## config.mk

```make
export PLATFORM = sky130hd
export DESIGN_NAME = rtc_bcd_date_to_seconds
export DESIGN_NICKNAME = d
export VERILOG_FILES = /design/src/rtcb2s_pkg.sv /design/src/rtc_bcd_date_to_seconds.sv
export VERILOG_INCLUDE_DIRS = /design/src /design/src/src
export SDC_FILE = /design/constraint.sdc
export NUM_CORES = 1
export LEC_CHECK = 0
export ABC_CLOCK_PERIOD_IN_PS = 5400
export BUFFER_PORTS_ARGS = -buffer_cell sky130_fd_sc_hd__buf_4
export CAP_MARGIN = 15
export CORE_MARGIN = 4
export CORE_UTILIZATION = 56
export CTS_BUF_LIST = sky130_fd_sc_hd__clkbuf_16
export CTS_CLUSTER_DIAMETER = 100
export DETAILED_ROUTE_END_ITERATION = 8
export PLACE_DENSITY = 0.78
export SETUP_SLACK_MARGIN = 0.02
export SLEW_MARGIN = 20
export SYNTH_ARGS = -nofsm -noshare
export SYNTH_HDL_FRONTEND = slang
export SYNTH_SLANG_ARGS = --single-unit
```

## constraint.sdc

```tcl
create_clock -name clk -period 5.4 [get_ports clk]
set_input_delay 0.27 -clock clk [delete_from_list [all_inputs] [get_ports clk]]
set_output_delay 0.27 -clock clk [all_outputs]
set_load 0.01 [all_outputs]
```

## src/rtc_bcd_date_to_seconds_defines.svh

```systemverilog
// ----------------------------------------------------------------------------
// RTC date converter assertion macros
// Clocked, reset-qualified property checks shared by the converter RTL.
// ----------------------------------------------------------------------------
`ifndef RTC_BCD_DATE_TO_SECONDS_DEFINES_SVH
`define RTC_BCD_DATE_TO_SECONDS_DEFINES_SVH

// Check a property on every rising edge outside reset.
`define RTC_ASSERT(label, prop, msg) \
  label: assert property (@(posedge clk) disable iff (rst) (prop)) else $error(msg);

// Check that a condition implies another one on the next edge.
`define RTC_ASSERT_NEXT(label, ante, cons, msg) \
  label: assert property (@(posedge clk) disable iff (rst) (ante) |=> (cons)) else $error(msg);

`endif

```

## src/rtcb2s_pkg.sv

```systemverilog
// ----------------------------------------------------------------------------
// RTC date converter package
// Payload types, status codes, calendar constants and BCD helpers.
// ----------------------------------------------------------------------------
package rtcb2s_pkg;

  typedef struct packed {
    logic [7:0] status_a;
    logic [7:0] year_bcd;
    logic [7:0] month_bcd;
    logic [7:0] day_bcd;
    logic [7:0] hour_bcd;
    logic [7:0] minute_bcd;
    logic [7:0] second_bcd;
  } rtcb2s_in_t;

  typedef struct packed {
    logic [31:0] seconds;
    logic [1:0]  status;
  } rtcb2s_out_t;

  localparam logic [1:0] STATUS_OK       = 2'd0;
  localparam logic [1:0] STATUS_NO_CLOCK = 2'd1;
  localparam logic [1:0] STATUS_BUSY     = 2'd2;

  localparam logic [0:0] CFG_DST_FIRST = 1'b0;
  localparam logic [0:0] CFG_DST_LAST  = 1'b1;

  localparam logic [8:0] DST_FIRST_RESET = 9'd119;
  localparam logic [8:0] DST_LAST_RESET  = 9'd303;

  localparam logic [7:0] SA_NONE_LOW  = 8'h00;
  localparam logic [7:0] SA_NONE_HIGH = 8'hFF;

  localparam logic [11:0] CENTURY_BASE = 12'd1900;
  localparam logic [11:0] WINDOW_START = 12'd1970;
  localparam logic [11:0] CENTURY_STEP = 12'd100;
  localparam logic [11:0] EPOCH_YEAR   = 12'd1990;

  localparam logic [31:0] SEC_PER_MIN       = 32'd60;
  localparam logic [31:0] SEC_PER_HOUR      = 32'd3600;
  localparam logic [31:0] SEC_PER_DAY       = 32'd86400;
  localparam logic [31:0] SEC_PER_YEAR      = 32'd365 * SEC_PER_DAY;
  localparam logic [31:0] SEC_PER_LEAP_YEAR = 32'd366 * SEC_PER_DAY;

  // Packed BCD byte to binary, no digit check: hi * 10 + lo.
  function automatic logic [7:0] bcd_value(input logic [7:0] b);
    logic [7:0] hi;
    logic [7:0] lo;
    hi = {4'b0000, b[7:4]};
    lo = {4'b0000, b[3:0]};
    return (hi << 3) + (hi << 1) + lo;
  endfunction

  // Length of month m (1 to 12); zero elsewhere.
  function automatic logic [4:0] month_len(input logic [3:0] m, input logic leap);
    logic [4:0] d;
    case (m)
      4'd1, 4'd3, 4'd5, 4'd7, 4'd8, 4'd10, 4'd12: d = 5'd31;
      4'd4, 4'd6, 4'd9, 4'd11:                      d = 5'd30;
      4'd2:                                         d = leap ? 5'd29 : 5'd28;
      default:                                      d = 5'd0;
    endcase
    return d;
  endfunction

endpackage

```

## src/rtc_bcd_date_to_seconds.sv

```systemverilog
// ----------------------------------------------------------------------------
// RTC BCD date to seconds since 1990
// Command channel: drive date and pulse start while busy is low; the item is
// taken at that edge. One result item comes back on result, marked by valid
// for exactly one cycle; the receiver cannot stall it.
// A snapshot with no clock (status 0x00 or 0xFF) or with the update bit set
// returns seconds zero and its status code on the cycle after acceptance.
// Otherwise one 32-bit accumulator adder is shared by a small sequencer
// that steps through a year loop from 1990 (one year a cycle), a month loop
// over the months before the given one (up to 12), and then the day, day
// adjust, hour, minute, second and DST terms before valid is shown.
// busy stays high throughout; a new start may be given in the cycle that
// valid is shown. The user must write the DST window bounds on cfg_write/
// cfg_index/cfg_data only while idle; the block does not enforce this.
// Synchronous reset idles the sequencer, drops any pending result and
// restores the window to days 119..303.
// ----------------------------------------------------------------------------
`include "rtc_bcd_date_to_seconds_defines.svh"

module rtc_bcd_date_to_seconds
  import rtcb2s_pkg::*;
(
  input  logic        clk,
  input  logic        rst,
  input  logic        start,
  output logic        busy,
  input  rtcb2s_in_t  date,
  output logic        valid,
  output rtcb2s_out_t result,
  input  logic        cfg_write,
  input  logic [0:0]  cfg_index,
  input  logic [8:0]  cfg_data
);

  typedef enum logic [3:0] {
    ST_IDLE  = 4'b0001,
    ST_YEAR  = 4'b0010,
    ST_MONTH = 4'b0100,
    ST_TERMS = 4'b1000
  } state_t;

  localparam logic [2:0] TERM_DAY     = 3'd0;
  localparam logic [2:0] TERM_DAY_ADJ = 3'd1;
  localparam logic [2:0] TERM_HOUR    = 3'd2;
  localparam logic [2:0] TERM_MIN     = 3'd3;
  localparam logic [2:0] TERM_SEC     = 3'd4;
  localparam logic [2:0] TERM_DST     = 3'd5;

  state_t      state;
  logic [8:0]  dst_first;
  logic [8:0]  dst_last;
  logic [11:0] year_full;
  logic [7:0]  month_v;
  logic [7:0]  day_v;
  logic [7:0]  hour_v;
  logic [7:0]  minute_v;
  logic [7:0]  second_v;
  logic [11:0] yr;
  logic [3:0]  mon;
  logic [8:0]  doy_month;
  logic [2:0]  term;
  logic [31:0] acc;

  logic [11:0] year_raw;
  logic [11:0] year_win;
  logic        leap;
  logic [4:0]  mdays;
  logic        month_more;
  logic [9:0]  doy;
  logic        doy_valid;
  logic        in_window;
  logic [31:0] addend;
  logic [31:0] sum;

  assign busy = (state != ST_IDLE);

  // Window the two-digit year to 1970..2069.
  assign year_raw = {4'b0000, bcd_value(date.year_bcd)} + CENTURY_BASE;
  assign year_win = (year_raw < WINDOW_START) ? year_raw + CENTURY_STEP : year_raw;

  assign leap       = (year_full[1:0] == 2'b00);
  assign mdays      = month_len(mon, leap);
  assign month_more = ({4'b0000, mon} < month_v) && (mon <= 4'd12);

  // Day of year; day zero borrows from the months before it, and with no
  // months before it the wrapped value lies far beyond any window bound.
  always_comb begin
    if (day_v == 8'd0) begin
      doy_valid = (doy_month != 9'd0);
      doy       = {1'b0, doy_month} - 10'd1;
    end else begin
      doy_valid = 1'b1;
      doy       = {1'b0, doy_month} + {2'b00, day_v} - 10'd1;
    end
  end

  assign in_window = doy_valid && (doy >= {1'b0, dst_first}) && (doy <= {1'b0, dst_last});

  // Shared adder operand.
  always_comb begin
    addend = '0;
    case (state)
      ST_YEAR: begin
        addend = (yr[1:0] == 2'b00) ? SEC_PER_LEAP_YEAR : SEC_PER_YEAR;
      end
      ST_MONTH: begin
        addend = 32'(mdays) * SEC_PER_DAY;
      end
      ST_TERMS: begin
        case (term)
          TERM_DAY:     addend = 32'(day_v) * SEC_PER_DAY;
          TERM_DAY_ADJ: addend = -SEC_PER_DAY;
          TERM_HOUR:    addend = 32'(hour_v) * SEC_PER_HOUR;
          TERM_MIN:     addend = 32'(minute_v) * SEC_PER_MIN;
          TERM_SEC:     addend = 32'(second_v);
          TERM_DST:     addend = in_window ? -SEC_PER_HOUR : 32'd0;
          default:      addend = '0;
        endcase
      end
      default: addend = '0;
    endcase
  end

  assign sum = acc + addend;

  always_ff @(posedge clk) begin
    if (rst) begin
      dst_first <= DST_FIRST_RESET;
      dst_last  <= DST_LAST_RESET;
    end else if (cfg_write) begin
      case (cfg_index)
        CFG_DST_FIRST: dst_first <= cfg_data;
        CFG_DST_LAST:  dst_last  <= cfg_data;
        default: ;
      endcase
    end
  end

  always_ff @(posedge clk) begin
    if (rst) begin
      state <= ST_IDLE;
      valid <= 1'b0;
    end else begin
      valid <= 1'b0;
      case (state)
        ST_IDLE: begin
          if (start) begin
            if (date.status_a == SA_NONE_LOW || date.status_a == SA_NONE_HIGH) begin
              result <= '{seconds: 32'd0, status: STATUS_NO_CLOCK};
              valid  <= 1'b1;
            end else if (date.status_a[7]) begin
              result <= '{seconds: 32'd0, status: STATUS_BUSY};
              valid  <= 1'b1;
            end else begin
              year_full <= year_win;
              month_v   <= bcd_value(date.month_bcd);
              day_v     <= bcd_value(date.day_bcd);
              hour_v    <= bcd_value(date.hour_bcd);
              minute_v  <= bcd_value(date.minute_bcd);
              second_v  <= bcd_value(date.second_bcd);
              yr        <= EPOCH_YEAR;
              acc       <= '0;
              state     <= ST_YEAR;
            end
          end
        end
        ST_YEAR: begin
          if (yr < year_full) begin
            acc <= sum;
            yr  <= yr + 12'd1;
          end else begin
            mon       <= 4'd1;
            doy_month <= '0;
            state     <= ST_MONTH;
          end
        end
        ST_MONTH: begin
          if (month_more) begin
            acc       <= sum;
            doy_month <= doy_month + {4'b0000, mdays};
            mon       <= mon + 4'd1;
          end else begin
            term  <= TERM_DAY;
            state <= ST_TERMS;
          end
        end
        ST_TERMS: begin
          acc <= sum;
          if (term == TERM_DST) begin
            result <= '{seconds: sum, status: STATUS_OK};
            valid  <= 1'b1;
            state  <= ST_IDLE;
          end else begin
            term <= term + 3'd1;
          end
        end
        default: state <= ST_IDLE;
      endcase
    end
  end

  `RTC_ASSERT(a_valid_idle, valid |-> !busy, "result shown while sequencer busy")
  `RTC_ASSERT(a_error_zero, (valid && result.status != STATUS_OK) |-> (result.seconds == 32'd0), "error result carries nonzero seconds")
  `RTC_ASSERT_NEXT(a_no_clock, start && !busy && (date.status_a == SA_NONE_LOW || date.status_a == SA_NONE_HIGH), valid && result.status == STATUS_NO_CLOCK, "no-clock item not answered next cycle")
  `RTC_ASSERT_NEXT(a_upd_busy, start && !busy && date.status_a[7] && date.status_a != SA_NONE_HIGH, valid && result.status == STATUS_BUSY, "update-in-progress item not answered next cycle")

endmodule
```

* Word level (Yosys, flattened, before mapping)
Index checks and enable logic that the tools add are counted.
** Word-level totals
- Output and inout bits :: 36
- Logic and storage cells :: 158
- Bits of input ports :: 70
- Register bits after elaboration :: 169
** Operators by class
- Multipliers :: 4
- Multiplexer cells :: 46
- Order comparisons :: 6
- Reduce and logical (&&, ||, !) cells :: 26
- $add $sub $neg :: 22
- Bitwise logic cells :: 4
- Equality and inequality tests :: 33
** Operator list (number)
- $mux 32 :: 6
- $pmux 32 s6 :: 1
- $mux 34 :: 4
- $pmux 32 s4 :: 1
- $pmux 32 s3 :: 1
- $pmux 34 s2 :: 1
- $mux 12 :: 5
- $add 7x5->8 :: 6
- $add 8x4->8 :: 6
- $add 32x32->32 :: 1
- $mux 4 :: 8
- $eq 4x4->1 const B :: 6
- $pmux 12 s2 :: 1
- $eq 4x3->1 const B :: 5
- $mul 8x10->18 const B :: 1
- $mux 18 :: 1
- $mux 9 :: 2
- $ne 2x2->1 const B :: 9
- $pmux 9 s2 :: 1
- $logic_not 8->1 :: 2
- $mul 8x8->16 const B :: 1
- $pmux 4 s4 :: 1
- $mul 5x10->15 const B :: 1
- $pmux 5 s3 :: 1
- 45 further kinds :: 69

* Logic depth before layout (Yosys ltp)
- Depth in word-level cells :: 12
- Gate-level depth with buffers :: 34
- Gate-level depth less buffers :: 33

* Least setup slack after synthesis
No wires, ideal clock.
- Path kind :: register to register
- Start :: register day_v[2]
- End :: register result[32] (netlist name), data pin
- Cell stages (with the launch flop) :: 34
- Arrival :: 5.639 ns
- Setup slack :: -0.505 ns
- Library setup time :: 0.266 ns
- Clock period less this slack :: 5.905 ns
- Cells stage by stage :: edfxtp_1 inv_1 ha_1 inv_1 ha_1 a21o_1 a21oi_1 o21bai_1 a21oi_1 o21ai_0 a21oi_1 xnor2_1 nand2_1 o21ai_0 ha_1 a21oi_1 nand2b_1 o21ai_0 o311ai_2 or2_2 buf_4 nand2_1 a211oi_1 o21ai_0 ha_1 a21oi_1 o21ai_0 a211oi_1 o21ai_0 a31oi_4 o21ai_2 a311o_1 xnor2_1 nor2_1
** On the way
- Cells in the longest elaborated chain, start to end :: 12
- Elaborated cells between the ends (all ways) :: 16
- Those cells by class :: 3 x add/sub; 1 x mul; 2 x order compare; 7 x mux; 3 x reduce/logical
** RTL lines
- from (decl) :: RTL line rtc_bcd_date_to_seconds.sv:54 : logic [7:0] day_v;
- from (signal assigned) :: RTL line rtc_bcd_date_to_seconds.sv:157 : day_v <= bcd_value(date.day_bcd);
- $add 9x8->10 :: RTL line rtc_bcd_date_to_seconds.sv:93 : doy = {1'b0, doy_month} + {2'b00, day_v} - 10'd1;
- $sub 10x1->10 :: RTL line rtc_bcd_date_to_seconds.sv:93
- $mux 10 :: RTL line rtc_bcd_date_to_seconds.sv:88 : if (day_v == 8'd0) begin
- $ge 10x9->1 :: RTL line rtc_bcd_date_to_seconds.sv:97 : assign in_window = doy_valid && (doy >= {1'b0, dst_first}) && (doy <= {1'b0, dst_last});
- $logic_and 1x1->1 (2 in a row) :: RTL line rtc_bcd_date_to_seconds.sv:97
- $mux 32 :: RTL line rtc_bcd_date_to_seconds.sv:116 : TERM_DST: addend = in_window ? -SEC_PER_HOUR : 32'd0;
- $pmux 32 s6 * :: RTL line rtc_bcd_date_to_seconds.sv:110 : case (term)
- $pmux 32 s3 * :: RTL line rtc_bcd_date_to_seconds.sv:102 : case (state)
- $add 32x32->32 * :: RTL line rtc_bcd_date_to_seconds.sv:124 : assign sum = acc + addend;
- $mux 34 * :: RTL line rtc_bcd_date_to_seconds.sv:189 : if (term == TERM_DST) begin
- $pmux 34 s2 * :: RTL line rtc_bcd_date_to_seconds.sv:145 : case (state)
- to (signal assigned) :: RTL line rtc_bcd_date_to_seconds.sv:149 : result <= '{seconds: 32'd0, status: STATUS_NO_CLOCK};
- to (signal assigned) :: RTL line rtc_bcd_date_to_seconds.sv:152 : result <= '{seconds: 32'd0, status: STATUS_BUSY};
- to (signal assigned) :: RTL line rtc_bcd_date_to_seconds.sv:190 : result <= '{seconds: sum, status: STATUS_OK};
- to (decl) :: RTL line rtc_bcd_date_to_seconds.sv:29 : output rtcb2s_out_t result,
Mark *: on every way between the ends. The rest lies on a longest branch, timed or not. The select of a mux whose other input is x is not followed.
A chain may end at the register's enable or synchronous reset.

* Worst setup path in the final report
- Start :: register doy_month[1]
- End :: register result[33] (netlist name), data pin
** On the way
- Cells in the longest elaborated chain, start to end :: 12
- Elaborated cells between the ends (all ways) :: 16
- Those cells by class :: 4 x add/sub; 2 x order compare; 7 x mux; 3 x reduce/logical
** RTL lines
- from (decl) :: RTL line rtc_bcd_date_to_seconds.sv:60 : logic [8:0] doy_month;
- from (signal assigned) :: RTL line rtc_bcd_date_to_seconds.sv:180 : doy_month <= doy_month + {4'b0000, mdays};
- $add 9x8->10 :: RTL line rtc_bcd_date_to_seconds.sv:93
- $sub 10x1->10 :: RTL line rtc_bcd_date_to_seconds.sv:93
- $mux 10 :: RTL line rtc_bcd_date_to_seconds.sv:88
- $ge 10x9->1 :: RTL line rtc_bcd_date_to_seconds.sv:97
- $logic_and 1x1->1 :: RTL line rtc_bcd_date_to_seconds.sv:97
- $logic_and 1x1->1 * :: RTL line rtc_bcd_date_to_seconds.sv:97
- $mux 32 * :: RTL line rtc_bcd_date_to_seconds.sv:116
- $pmux 32 s6 * :: RTL line rtc_bcd_date_to_seconds.sv:110
- $pmux 32 s3 * :: RTL line rtc_bcd_date_to_seconds.sv:102
- $add 32x32->32 * :: RTL line rtc_bcd_date_to_seconds.sv:124
- $mux 34 * :: RTL line rtc_bcd_date_to_seconds.sv:189
- $pmux 34 s2 * :: RTL line rtc_bcd_date_to_seconds.sv:145
Marks and branches as above.

==> flow_summary.json <==
{
  "p_sw_mw": 1.241,
  "hold_violations": 0,
  "fin_ws_ns": -0.6416,
  "max_freq_mhz": 165.5,
  "crit_start": "doy_month[1]",
  "async_flop_share_pct": 0,
  "path_class": "reg -> reg",
  "layout_min_cycle_time_ns": 6.042,
  "clkPwrFrac_pct": 30.6,
  "yosysTopAreaCell": "edfxtp_1",
  "worst_path_most_repeated_cell": "inv_2",
  "pwr-share-comb_pct": 30.8,
  "violations": "negative setup slack",
  "critPathSlowestCell": "edfxtp_1",
  "critPathRequiredTime_ns": 5.59,
  "overflow": 0,
  "cp_max_fo": 6,
  "avgRoutedWirePerCell_um": 18.38,
  "rsz0062_at_grt": "true",
  "drt_iter0_drc": 894,
  "grt_pass1_vias": 12560,
  "cpLargestDelayFamily": "compound AO/OA/AOI/OAI gates",
  "antenna-diode-count": 0,
  "cts.clk_slew.worst_paths_ns": 0.07,
  "wirelength_um": 38350,
  "place_congestion": 0.8868,
  "status": "finished with violations",
  "cap_violations": 0,
  "die_w_um": 169.0,
  "root_buffer": "clkbuf_16",
  "yosys_warnings": 0,
  "die_area_um2": 28560,
  "synthTopCellsByArea": "edfxtp_1 30%, ha_1 23%, fa_1 6.2%, xnor2_1 4.2%, inv_1 3.9%",
  "r2r_setup_slack_ns": -0.64,
  "place_area_um2": 16940,
  "cts_buffers": 17,
  "cts.htree.levels": 4,
  "hp-start": "date[0]",
  "switching_share_pct": 31.78,
  "clock_path_buffers": 2,
  "netlist_instances": 1439,
  "cts_tree": "done",
  "antenna_found_initial": 0,
  "grt_pass1_wl_um": 59510,
  "final_cell_area_um2": 18700,
  "grt_max_degree": 37,
  "avgSynthCellArea_um2": 10.09,
  "dr_total_vias": 12320,
  "start_util_pct": 57.31,
  "ios": 106,
  "cellPowerDensity_nw_per_um2": 208.8,
  "synth_ff_type": "edfxtp_1",
  "p_leak_nw": 8.589,
  "drt-vias-per-instance": 5.904,
  "portBuffers": 105,
  "insertion_delay_ns": 0.44,
  "crit_path_start_kind": "flop",
  "cts.sinks": 169,
  "fin_skew_ns": 0.01280,
  "ys_types": 74,
  "core_area_um2": 25330,
  "grtUsageTotal_pct": 25.52,
  "ys_ff_latch": 169,
  "maxSlewHeadroom_pct": 21.98,
  "drt-pass1-iter-count": 8,
  "final-setup-viol-count": 40,
  "syn_nets": 1816,
  "power.total_mw": 3.904,
  "ir_drop_mv": 0.1993,
  "intPower_mw": 2.663,
  "drive_gt1_share_pct": 28.51,
  "synth_enable_flop_cells": 146,
  "worstMarginPinSlew_ns": 1.168,
  "synth_top_area_share_pct": 30.21,
  "hold_path_class": "in -> reg",
  "die_y_um": 169.0,
  "route.detailed.drc": 0,
  "syn_area_um2": 14510,
  "hpwlAfterDp_um": 26720,
  "area_growth_syn_to_layout_pct": 28.83,
  "fin_crit_sh_pct": 111.9,
  "r2r-start": "doy_month[1]",
  "endpoint_kind": "flop",
  "seqPwrFrac_pct": 38.6,
  "slew_violations": 0,
  "yosysSeqAreaShare_pct": 33.38,
  "nNetsFinal": 2121,
  "ant_nets": 0,
  "max_stage_delay_ns": 0.42,
  "cp.arrival_ns": 6.23,
  "num_rows": 58,
  "cp.buffers_inverters": 5
}
through the flow:
stage	setup TNS, ns	std cells	utilization (%)	setup WS (ns)	hold slack, ns
after floorplan	-0.7065	1439	-	-0.1008	0.3689
after global placement	-8.596	2007	66.89	-0.3919	0.4440
after detailed placement	-15.91	2007	66.89	-0.5816	0.4473
after global routing	-24.19	2087	73.83	-0.8608	0.001923
after CTS	-5.224	2064	71.26	-0.2870	0.002933
final	-14.38	2087	73.83	-0.6416	0.004704
layer usage:
layer,up-vias,GRT usage (%),wire length (um)
li1,5743,-,-
met2,485,47.76,19900
met1,5942,29.31,14790
met3,151,3.667,1951
met4,0,9.905,1714
met5,-,0,0
timing repair:
action / in CTS / in global routing
hold buffers: 0 / 1
resized for setup: 82 / 76
setup buffers: 26 / 25
hold endpoints to repair: 0 / 1
pin swaps: 77 / 68
endpoints found under the setup margin: 43 / 50
power by group through the flow:
stage	sequential [mW]	combinational, mW	clock (mW)
floorplan	1.54	0.706	0
global placement	1.53	1.05	0
detailed placement	1.53	1.08	0
CTS	1.51	1.14	1.19
global route	1.51	1.34	1.25
finish	1.51	1.20	1.20
sequential cells by signal, indices dropped and copies added, names as in the netlist:
signal / cells
year_full: 12
dst_last: 9
yr: 12
minute_v: 8
day_v: 8
state: 4
result: 34
second_v: 8
dst_first: 9
acc: 32
mon: 4
doy_month: 9
term: 3
month_v: 8
valid: 1
hour_v: 8
placed cells by master (no fill, tap or decap), drive strengths merged, types with 4 or more instances in the layout:
master,synthesis,final
a211o,13,13
a211oi,7,7
a21boi,5,5
a21o,41,41
a21oi,102,102
a221oi,6,6
a22oi,4,4
a31oi,11,11
and2,14,14
and3,21,21
buf,5,310
clkbuf,20,17
clkinv,0,5
dfxtp,23,23
edfxtp,146,146
fa,45,45
ha,262,262
inv,150,159
nand2,67,67
nand2b,18,18
nand3,24,24
nand3b,4,4
nand4,7,7
nor2,142,142
nor2b,22,22
nor3,11,11
nor4,4,4
nor4b,5,5
o2111ai,4,4
o211ai,8,8
o21a,10,10
o21ai,64,64
o21bai,5,5
o221ai,5,5
or2,9,9
xnor2,70,70
xor2,43,43
path summary, 6_finish.rpt:
| kind | endpoint | depth (start not counted) |
|---|---|---|
| setup / recovery | result[33] | 31 |
| setup reg to reg | result[33] | 31 |
| hold / removal | second_v[0] | 1 |
| hold reg to reg | dst_last[6] | 2 |
cell usage after synthesis (14+ instances only):
cell	n
nand2b_1	18
nor2_1	142
and3_1	21
fa_1	45
nor2b_1	21
o21ai_0	54
nand3_1	24
clkbuf_1	20
dfxtp_1	23
inv_1	150
xnor2_1	70
a21oi_1	101
xor2_1	43
edfxtp_1	146
a21o_1	40
ha_1	262
nand2_1	67
and2_1	14
logic make-up after synthesis:
logic type,count (synthesis),share of synthesized area (%)
AOI/OAI and AO/OA,317,14.60
xor gates and xnor gates,113,6.819
adders and majority gates,307,28.79
buffers and inverters,175,4.569
DFF,169,33.38
muxes,1,0.06897
and+or+nand+nor,357,11.77
layout make-up:
type                            instances  area, um^2
Multi-Input combinational cell       1095        9908
Fill cell                            1646        6629
Sequential cell                       169        4845
Timing Repair Buffer                  311        2411
Inverter                              150       563.0
Clock buffer                           17       425.4
Tap cell                              330       412.9
Clock inverter                         15       132.6
worst register-to-register path: cells and delay by family, from the launching register on:
family / cells / cell delay (ns)
AO/OA/AOI/OAI: 14 / 2.45
flip-flops: 1 / 0.42
AND/OR/NAND/NOR: 5 / 0.86
XOR/XNOR: 2 / 0.30
adder cells (fa/ha/maj): 5 / 1.30
buffers and inverters: 5 / 0.46
No activity file was read; power rests on OpenSTA's default activity.
